<file path="config.mk">
export PLATFORM = sky130hd
export DESIGN_NAME = slrd_cell
export DESIGN_NICKNAME = d
export VERILOG_FILES = /design/src/rtl/slrd_pkg.sv /design/src/rtl/slrd_cell.sv
export SDC_FILE = /design/constraint.sdc
export NUM_CORES = 1
export LEC_CHECK = 0
export BUFFER_PORTS_ARGS = -buffer_cell sky130_fd_sc_hd__buf_4
export CAP_MARGIN = 20
export CORE_AREA = 2 2 423 425
export CTS_BUF_LIST = sky130_fd_sc_hd__clkbuf_4
export CTS_CLUSTER_DIAMETER = 50
export DETAILED_ROUTE_END_ITERATION = 8
export DIE_AREA = 0 0 425 427
export GPL_TIMING_DRIVEN = 1
export PLACE_DENSITY_LB_ADDON = 0.1
export SETUP_SLACK_MARGIN = 0.05
export SYNTH_ARGS = -nofsm -noshare
export SYNTH_HDL_FRONTEND = slang
export SYNTH_SLANG_ARGS = --single-unit
</file>
<file path="constraint.sdc">
create_clock -name clk -period 25.9 [get_ports clk]
set_clock_uncertainty 0.1 [all_clocks]
set_input_delay 2.59 -clock clk [delete_from_list [all_inputs] [get_ports clk]]
set_output_delay 2.59 -clock clk [all_outputs]
set_load 0.01 [all_outputs]
</file>
<file path="src/rtl/slrd_pkg.sv">
// Shared types and constants for the store-to-load reuse detector.
// Holds the op codes, the scan token that walks the cell chain and the commit bus.
// No dependencies.
`timescale 1ns / 1ps

package slrd_pkg;

  // Default table depth and reset value of the window register.
  localparam int unsigned TableEntries = 64;
  localparam logic [31:0] WindowReset  = 32'd1000000;

  // Event op codes.
  localparam logic [2:0] OP_STORE  = 3'd0;
  localparam logic [2:0] OP_LOAD   = 3'd1;
  localparam logic [2:0] OP_RETIRE = 3'd2;
  localparam logic [2:0] OP_BEGIN  = 3'd3;
  localparam logic [2:0] OP_END    = 3'd4;

  // Preference of a cell as the slot for a store, lowest to highest.
  typedef enum logic [1:0] {
    RANK_OLDEST,
    RANK_EXPIRED,
    RANK_FREE,
    RANK_MATCH
  } slrd_rank_t;

  // Scan token handed from cell to cell, one hop per cycle.
  typedef struct packed {
    logic        vld;
    logic        is_load;
    logic [63:0] address;
    logic [63:0] tick;
    logic        hit;
    logic [63:0] hit_pc;
    logic [63:0] hit_tick;
    logic [63:0] hit_icount;
    slrd_rank_t  rank;
    logic        any;
    logic [63:0] best_age;
  } slrd_tok_t;

  // Table update broadcast from the controller to every cell.
  typedef struct packed {
    logic        clear_all;
    logic        write;
    logic        drop;
    logic [63:0] address;
    logic [63:0] pc;
    logic [63:0] tick;
    logic [63:0] icount;
  } slrd_commit_t;

endpackage

</file>
<file path="src/rtl/slrd_cell.sv">
// One table entry of the store-to-load reuse detector, with its token stage.
// Depends on slrd_pkg for the token and commit types.
`timescale 1ns / 1ps

module slrd_cell #(
  parameter int unsigned IDX_W    = 6,
  parameter int unsigned CELL_IDX = 0
) (
  input  logic                     clk,
  input  logic                     rst,
  input  logic [31:0]              window,
  input  slrd_pkg::slrd_tok_t      tok_i,
  input  logic [IDX_W-1:0]         slot_i,
  output slrd_pkg::slrd_tok_t      tok_o,
  output logic [IDX_W-1:0]         slot_o,
  input  slrd_pkg::slrd_commit_t   cmt,
  input  logic [IDX_W-1:0]         cmt_slot
);

  logic                valid;
  logic                exp_flag;
  logic [63:0]         e_addr;
  logic [63:0]         e_pc;
  logic [63:0]         e_tick;
  logic [63:0]         e_icount;
  slrd_pkg::slrd_tok_t tok_q;
  logic [IDX_W-1:0]    slot_q;

  logic [63:0]          age;
  logic                 expired;
  logic                 match;
  logic                 take;
  logic                 own_slot;
  slrd_pkg::slrd_rank_t cand;
  slrd_pkg::slrd_tok_t  tok_next;
  logic [IDX_W-1:0]     slot_next;

  assign own_slot = (cmt_slot == IDX_W'(CELL_IDX));

  // Evaluate this entry against the passing token and update the token.
  always_comb begin
    age     = tok_i.tick - e_tick;
    expired = valid && (age > {32'd0, window});
    match   = valid && (e_addr == tok_i.address);
    if (match) begin
      cand = slrd_pkg::RANK_MATCH;
    end else if (!valid) begin
      cand = slrd_pkg::RANK_FREE;
    end else if (expired) begin
      cand = slrd_pkg::RANK_EXPIRED;
    end else begin
      cand = slrd_pkg::RANK_OLDEST;
    end
    // Earlier cells win ties, except among live entries where the older one wins.
    take = !tok_i.any || (cand > tok_i.rank) ||
           ((cand == tok_i.rank) && (cand == slrd_pkg::RANK_OLDEST) &&
            (age > tok_i.best_age));
    tok_next  = tok_i;
    slot_next = slot_i;
    if (tok_i.is_load) begin
      if (match && !expired) begin
        tok_next.hit        = 1'b1;
        tok_next.hit_pc     = e_pc;
        tok_next.hit_tick   = e_tick;
        tok_next.hit_icount = e_icount;
      end
    end else if (take) begin
      tok_next.rank     = cand;
      tok_next.any      = 1'b1;
      tok_next.best_age = age;
      slot_next         = IDX_W'(CELL_IDX);
    end
  end

  // Token stage toward the next cell.
  always_ff @(posedge clk) begin
    if (rst) begin
      tok_q.vld <= 1'b0;
    end else begin
      tok_q <= tok_next;
    end
    slot_q <= slot_next;
  end

  // Valid bit and expiry mark of this entry.
  always_ff @(posedge clk) begin
    if (rst) begin
      valid    <= 1'b0;
      exp_flag <= 1'b0;
    end else if (cmt.clear_all) begin
      valid <= 1'b0;
    end else if (tok_i.vld) begin
      if (tok_i.is_load) begin
        if (expired || match) begin
          valid <= 1'b0;
        end
      end else begin
        exp_flag <= expired;
      end
    end else if (cmt.write) begin
      if (own_slot) begin
        valid <= 1'b1;
      end else if (cmt.drop && exp_flag) begin
        valid <= 1'b0;
      end
    end
  end

  // Entry payload, written by a store commit aimed at this cell.
  always_ff @(posedge clk) begin
    if (cmt.write && own_slot) begin
      e_addr   <= cmt.address;
      e_pc     <= cmt.pc;
      e_tick   <= cmt.tick;
      e_icount <= cmt.icount;
    end
  end

  assign tok_o  = tok_q;
  assign slot_o = slot_q;

endmodule
</file>
==> results of run 1 <==
==> logic make-up after synthesis <==
| group | Yosys count | synth area share, % |
|---|---|---|
| AO/OA/AOI/OAI | 389 | 8.13 |
| AND/OR/NAND/NOR | 444 | 7.07 |
| XOR/XNOR | 114 | 3.21 |
| adder cells (fa/ha/maj) | 161 | 6.51 |
| flip-flops | 654 | 62.9 |
| buffers and inverters | 255 | 3.76 |
| multiplexers | 233 | 8.41 |
==> synthesized netlist by cell type (11+ instances only) <==
cell / count
a211oi_1: 18
nor4_1: 16
nor3_1: 27
mux2_2: 24
nand4_1: 67
a31oi_1: 15
edfxtp_1: 645
o21ai_0: 56
inv_1: 190
a21oi_1: 109
nand2_1: 146
nor2_1: 81
xor2_1: 19
a21o_1: 20
mux2_1: 202
xnor2_1: 95
ha_1: 160
o21ai_1: 49
buf_6: 21
o21a_1: 13
nand3_1: 39
buf_2: 29
o211ai_1: 11
==> report_power, final <==
| group | switching [uW] | leakage [uW] | total [uW] | internal [uW] |
|---|---|---|---|---|
| registers | 17.4 | 0.00619 | 1240 | 1230 |
| logic | 230 | 0.0103 | 427 | 197 |
| clock network | 520 | 0.00146 | 1040 | 524 |
==> worst paths after layout <==
path	start	end	slack (ps)	depth (start not counted)
max	tok_i[264]	tok_o[4]	15740	27
max reg2reg	e_tick[4]	tok_o[4]	16800	27
min reg2reg	e_icount[27]	tok_o[94]	390	1
min	e_icount[27]	tok_o[94]	390	1
==> routing by layer <==
| metal | routed length (um) | part of all wire (%) | track usage (%) |
|---|---|---|---|
| met5 | 112 | 0.071 | 0 |
| met4 | 3520 | 2.2 | 5.11 |
| met3 | 12300 | 7.8 | 6.30 |
| met2 | 82300 | 52 | 30.0 |
| met1 | 58600 | 37 | 17.9 |
==> placed cells by master, fill, tap and decap left out, drive strengths merged, types with 9 or more instances in the layout <==
cell type,synthesis,final
a211oi,18,18
a21o,20,20
a21oi,119,119
a31oi,16,16
and2,9,9
and3,10,10
buf,55,1113
clkbuf,10,283
clkinv,0,42
dfxtp,9,9
diode,0,14
edfxtp,645,645
ha,160,160
inv,190,197
mux2,226,226
nand2,146,146
nand3,40,40
nand4,68,68
nor2,81,81
nor3,29,29
nor4,17,17
o211ai,12,12
o21a,13,13
o21ai,105,105
o21bai,10,10
xnor2,95,95
xor2,19,19
==> cell type report <==
class | instances | share of cell area, %
Sequential cell | 654 | 44.0
Multi-Input combinational cell | 1341 | 23.3
Timing Repair Buffer | 1113 | 18.8
Tap cell | 2355 | 6.63
Clock buffer | 283 | 4.78
Inverter | 190 | 1.62
Clock inverter | 52 | 0.788
Antenna cell | 14 | 0.0788
==> stage by stage <==
| step | cell area, um^2 | setup WS (ps) | power, uW | util, % |
|---|---|---|---|---|
| final | 44500 | 15740 | 2710 | 25.1 |
| after global routing | 44500 | 15090 | 2870 | 25.1 |
| after CTS | 44400 | 15640 | 2790 | 25.1 |
| after detailed placement | 42000 | 14180 | 1700 | 23.7 |
| after global placement | 42000 | 14200 | 1700 | 23.7 |
| after floorplan | 31100 | 11380 | 1440 | - |
==> registers in the layout, indices dropped and copies added (netlist names) <==
name      count
e_addr       64
e_icount     64
e_pc         64
e_tick       64
exp_flag      1
slot_o        6
tok_o       390
valid         1
==> worst max-delay path, cell delays in order <==
cell and delay (ps):
buf_4 110, ha_1 390, o211ai_1 120, a21oi_1 280, o21ai_1 160, o21ai_1 630, a21oi_1 260, o21ai_0 480
a221oi_1 200, xnor2_1 220, ha_1 340, nand4_1 130, or2_2 330, nor3_1 310, nand3_1 130, a211oi_1 470
and4_1 280, nand3_2 210, o41ai_1 570, ha_1 210, nand3_1 80, a2111oi_0 560, nand3b_1 230, o41ai_4 340
buf_4 390, buf_4 560, mux2_1 380
==> results.py, run 1 <==
metrics = {
    "status": {
        "outcome": "completed",
    },
    "detailed_routing": {
        "drc": 0,
        "drt_first_pass_iters": 7,
        "wire_per_inst_um": 26.1,
        "wl_mm": 157,
        "vias": 23900,
        "via_per_inst": 3.98,
        "antenna_left": 0,
        "drtIter0Drc": 1189,
    },
    "layout": {
        "fin_cells": 6002,
        "nets": 4362,
        "synthToLayoutAreaGrowth_pct": 43.1,
        "multi_input_area_mm2": 0.0104,
        "ff_latch_area_mm2": 0.0195,
        "fillers": 19000,
        "drive_above_1_share_pct": 40.6,
    },
    "die": {
        "core_area_mm2": 0.177,
        "die_area_mm2": 0.181,
        "row_count": 155,
        "die_h_um": 427,
        "io_pins": 1091,
        "start_util_pct": 17.5,
        "dieWidth_um": 425,
    },
    "placement": {
        "gp_congestion": 0.821,
        "dp_hpwl_mm": 128,
        "port_buffers": 1090,
        "placed_cells": 5653,
    },
    "logic_synthesis": {
        "synth_top_cell_by_area": "edfxtp_1",
        "yosys_warnings": 0,
        "synthesis.area_mm2": 0.0311,
        "ys_seq_area_share_pct": 62.9,
        "synth.top_cell.area_share_pct": 62.3,
        "ys_seq_elements": 654,
        "yosys_most_used_dff": "edfxtp_1",
        "synthArstFlopShare_pct": 0,
        "synthDistinctLibCells": 82,
        "synth_edf_count": 645,
        "synthCells": 2250,
        "synth_nets": 3106,
        "synth.avg_cell_area_um2": 13.8,
        "synth.area.top_cells": "edfxtp_1 62%, mux2_1 7.3%, ha_1 6.4%",
    },
    "power": {
        "p_leak_uw": 0.0180,
        "peakVddDrop_uv": 43.0,
        "powerDensity_mw_per_mm2": 61.0,
    },
    "timing": {
        "finalHoldViolCount": 0,
        "holdWs_ps": 390,
        "tightest_slew_ps": 1060,
        "fin_crit_ps": 10160,
        "final_max_slew_viol_count": 0,
        "final.period_utilization_pct": 39.2,
        "rsz0062_at_grt": "false",
        "maxSlewHeadroom_pct": 29.6,
        "max_freq_ghz": 0.0984,
        "tns_ps": 0,
        "setup_violations": 0,
    },
    "global_routing": {
        "grt_max_degree": 108,
        "grt_pass1_wl_mm": 208,
        "grt_usage_pct": 16.7,
        "antenna_found_initial": 29,
        "grt_pass1_vias": 25600,
        "overflow": 0,
    },
    "clock_tree": {
        "post_cts_resized": 0,
        "postCtsSetupRepairBufs": 0,
        "clk_pin_slew_worst_paths_ps": 60,
        "cts.sinks": 654,
        "clock_path_buffers": 3,
        "clock_latency_ps": 1280,
        "cts_tree": "built",
        "cts-root-buf": "clkbuf_4",
        "htree_levels": 4,
        "cts_buffers": 206,
        "cts_hold_buf": 0,
    },
    "critical_path": {
        "crit_arrival_ps": 11010,
        "worst-setup-path-type": "in -> reg",
        "path_max_fanout": 40,
        "end_kind": "register",
        "cp-start-kind": "primary input",
        "worstPathRequired_ps": 26750,
    },
    "hold_path": {
        "holdCritPathClass": "reg -> reg",
    },
    "flow_run": {
        "drv_cap": 0,
    },
}
Note: power is estimated with default switching activity, not from simulation.
==> run 2, diff against run 1 <==
--- a/config.mk
+++ b/config.mk
@@ -5,13 +5,14 @@
 export SDC_FILE = /design/constraint.sdc
 export NUM_CORES = 1
 export LEC_CHECK = 0
+export ABC_AREA = 1
 export BUFFER_PORTS_ARGS = -buffer_cell sky130_fd_sc_hd__buf_4
 export CAP_MARGIN = 20
-export CORE_AREA = 2 2 423 425
+export CORE_AREA = 2 2 422 424
 export CTS_BUF_LIST = sky130_fd_sc_hd__clkbuf_4
 export CTS_CLUSTER_DIAMETER = 50
 export DETAILED_ROUTE_END_ITERATION = 8
-export DIE_AREA = 0 0 425 427
+export DIE_AREA = 0 0 424 426
 export GPL_TIMING_DRIVEN = 1
 export PLACE_DENSITY_LB_ADDON = 0.1
 export SETUP_SLACK_MARGIN = 0.05
==> constraint.sdc (replaced) <==
create_clock -name clk -period 10.47 [get_ports clk]
set_clock_uncertainty 0.1 [all_clocks]
set_input_delay 1.047 -clock clk [delete_from_list [all_inputs] [get_ports clk]]
set_output_delay 1.047 -clock clk [all_outputs]
set_load 0.01 [all_outputs]
==> run 2 against run 1 <==
Cell count grew 26%. Synthesized cell count grew 41%. Utilization grew 5.0 points. First-iteration DRC count grew 11%. Register-to-register slack lost 13000 ps. Setup slack lost 12000 ps. Combinational power grew to 3.1 times the previous value. Clock power grew 150%. Sequential cell count is the same. Design area grew 19%. Sequential share of layout area shrank 7.0 points. Largest power group unchanged.
==> results.py, run 2 <==
metrics = {
    "logic_synthesis": {
        "synthArstFlopShare_pct": 0,
        "synth.top_cell.area_share_pct": 59.2,
        "synthesis.area_mm2": 0.0327,
        "synth.avg_cell_area_um2": 10.3,
        "ys_seq_area_share_pct": 59.7,
        "synth.area.top_cells": "edfxtp_1 59%, nand2_1 11%, inv_1 6.3%",
        "synthDistinctLibCells": 44,
        "synth.most_common_cell": "nand2_1",
        "synth_nets": 4032,
        "synth_top_cell_by_area": "edfxtp_1",
        "yosys_warnings": 0,
        "synth_common_cells": "951 x nand2_1, 645 x edfxtp_1, 553 x inv_1, 160 x ha_1, 137 x nor2_1",
        "synth_edf_count": 645,
        "ys_seq_elements": 654,
        "yosys_most_used_dff": "edfxtp_1",
        "synthCells": 3176,
    },
    "critical_path": {
        "worst-setup-path-type": "in -> reg",
        "reg2reg_depth": 23,
        "path_max_fanout": 98,
        "end_kind": "register",
        "worstReg2RegStart": "e_tick[16]",
        "r2r_end": "tok_o[258]",
        "r2r_setup_slack_ps": 3920,
        "worstPathRequired_ps": 11310,
        "crit_arrival_ps": 7480,
        "cp-start-kind": "primary input",
    },
    "global_routing": {
        "grt_usage_pct": 17.6,
        "grt_max_degree": 115,
        "grt_pass1_wl_mm": 226,
        "use_met2_pct": 32.8,
        "overflow": 0,
        "antenna_found_initial": 35,
        "grt_pass1_vias": 31400,
        "met1_usage_pct": 19.7,
        "busiest_layer": "met2",
        "use_met3_pct": 4.26,
    },
    "detailed_routing": {
        "wire_per_inst_um": 21.6,
        "via_per_inst": 3.87,
        "drt_first_pass_iters": 5,
        "antenna_left": 0,
        "wl_mm": 163,
        "vias": 29400,
        "drtIter0Drc": 1318,
        "drc": 0,
    },
    "die": {
        "core_area_mm2": 0.176,
        "start_util_pct": 18.6,
        "dieWidth_um": 424,
        "io_pins": 1091,
        "die_h_um": 426,
        "die_area_mm2": 0.181,
        "row_count": 154,
    },
    "power": {
        "p_leak_uw": 0.0242,
        "peakVddDrop_uv": 102,
        "powerDensity_mw_per_mm2": 131,
    },
    "layout": {
        "final_cell_area_mm2": 0.0529,
        "utilization_pct": 30.1,
        "final_cell_mix": "1102 x buf_4, 950 x nand2_1, 656 x dlygate4sd3_1",
        "drive_above_1_share_pct": 30.1,
        "nets": 5946,
        "largest_reg_flops": 390,
        "fin_cells": 7584,
        "synthToLayoutAreaGrowth_pct": 61.6,
        "final_common_cell": "buf_4",
    },
    "placement": {
        "port_buffers": 1090,
        "placed_cells": 6571,
        "dp_hpwl_mm": 133,
        "gp_congestion": 0.866,
        "place_area_mm2": 0.0438,
    },
    "hold_path": {
        "hold_path_startpoint": "e_icount[12]",
        "holdCritPathClass": "reg -> reg",
        "holdPathEnd": "tok_o[79]",
        "hold_path_depth": 1,
    },
    "clock_tree": {
        "cts.sinks": 654,
        "post_cts_resized": 0,
        "cts_buffers": 201,
        "clock_latency_ps": 1230,
        "cts_hold_buf": 656,
        "postCtsSetupRepairBufs": 0,
        "cts_tree": "built",
        "htree_levels": 4,
        "clk_pin_slew_worst_paths_ps": 70,
        "cts-root-buf": "clkbuf_4",
        "clock_path_buffers": 3,
    },
    "status": {
        "outcome": "completed",
    },
    "timing": {
        "maxSlewHeadroom_pct": 31.6,
        "fin_crit_ps": 6630,
        "tightest_slew_ps": 1030,
        "final_max_slew_viol_count": 0,
        "finalHoldViolCount": 0,
        "tns_ps": 0,
        "setup_violations": 0,
        "max_freq_ghz": 0.151,
        "rsz0062_at_grt": "false",
        "holdWs_ps": 401,
        "final.period_utilization_pct": 63.4,
    },
    "flow_run": {
        "drv_cap": 0,
    },
}
==> run 2: cell count changes after synthesis, moves of 33 or more <==
cell     previous run  this run
a21oi_1           109        76
inv_1             190       553
mux2_1            202         0
mux2_2             24       130
nand2_1           146       951
nand3_1            39       135
nand4_1            67        28
nor2_1             81       137
o21ai_1            49         0
xnor2_1            95         6
xor2_1             19        86
==> run 2: where the power goes <==
part / internal, uW / leakage, uW / switching (uW)
combinational: 638 / 0.0165 / 668
sequential: 3030 / 0.00619 / 42.4
clock: 1310 / 0.00147 / 1250
total: 4980 / 0.0242 / 1960
==> run 2: layer usage <==
layer  wire [um]  vias to the layer above
met5          80                        -
met2       87000                      893
li1            -                    14400
met3        8500                      196
met4        3810                       14
met1       64000                    13800
==> run 2: area by class of cell <==
type	count	area (um^2)
clock buffers	283	2120
inverters	566	2130
well taps	2340	2930
clock inverters	50	355
repair buffers	1762	14900
flip-flops and latches	654	19500
diodes	24	60.1
multi-input cells	1905	10800
fillers	18800	123000
==> run 2: stage by stage <==
| stage | setup slack [ps] | total power (uW) |
|---|---|---|
| floorplan | 703 | 3590 |
| global placement | 3070 | 4240 |
| detailed placement | 3080 | 4240 |
| CTS | 3750 | 7110 |
| global route | 3340 | 7330 |
| finish | 3840 | 6940 |
==> run 2: kinds of logic after synthesis <==
logic type               share of synthesized area [%]
flip-flops                                        59.7
adder cells (fa/ha/maj)                           6.18
AND/OR/NAND/NOR                                   16.8
AO/OA/AOI/OAI                                     3.05
buffers and inverters                             7.31
XOR/XNOR                                          2.46
multiplexers                                      4.47
==> run 2: critical path, stage by stage <==
cell and delay (ps):
dlygate4sd3_1 540, buf_4 170, ha_1 410, nand2_1 140, nor2_1 250, nand2_1 130, nor3_1 530, nand2_1 110
nand2_1 130, xor2_1 440, ha_1 200, nand2_1 90, nor4_1 460, nand2_1 90, nor3_1 210, a21oi_1 110
nor2_1 130, nand3_1 80, nor2_1 90, nand4_1 80, nor2_1 340, nand2_4 480, buf_12 440, mux2_2 420
==> run 2: worst max-delay path by stage <==
stage                       endpoint  slack, ps        from  cells past startpoint
after floorplan             exp_flag        700         rst                      3
after global placement     tok_o[74]       3070  tok_i[288]                     23
after detailed placement   tok_o[89]       3080  tok_i[289]                     23
after CTS                  tok_o[89]       3750  e_tick[28]                     23
after global routing      tok_o[258]       3340  e_tick[28]                     23
final                     tok_o[258]       3840  tok_i[289]                     24
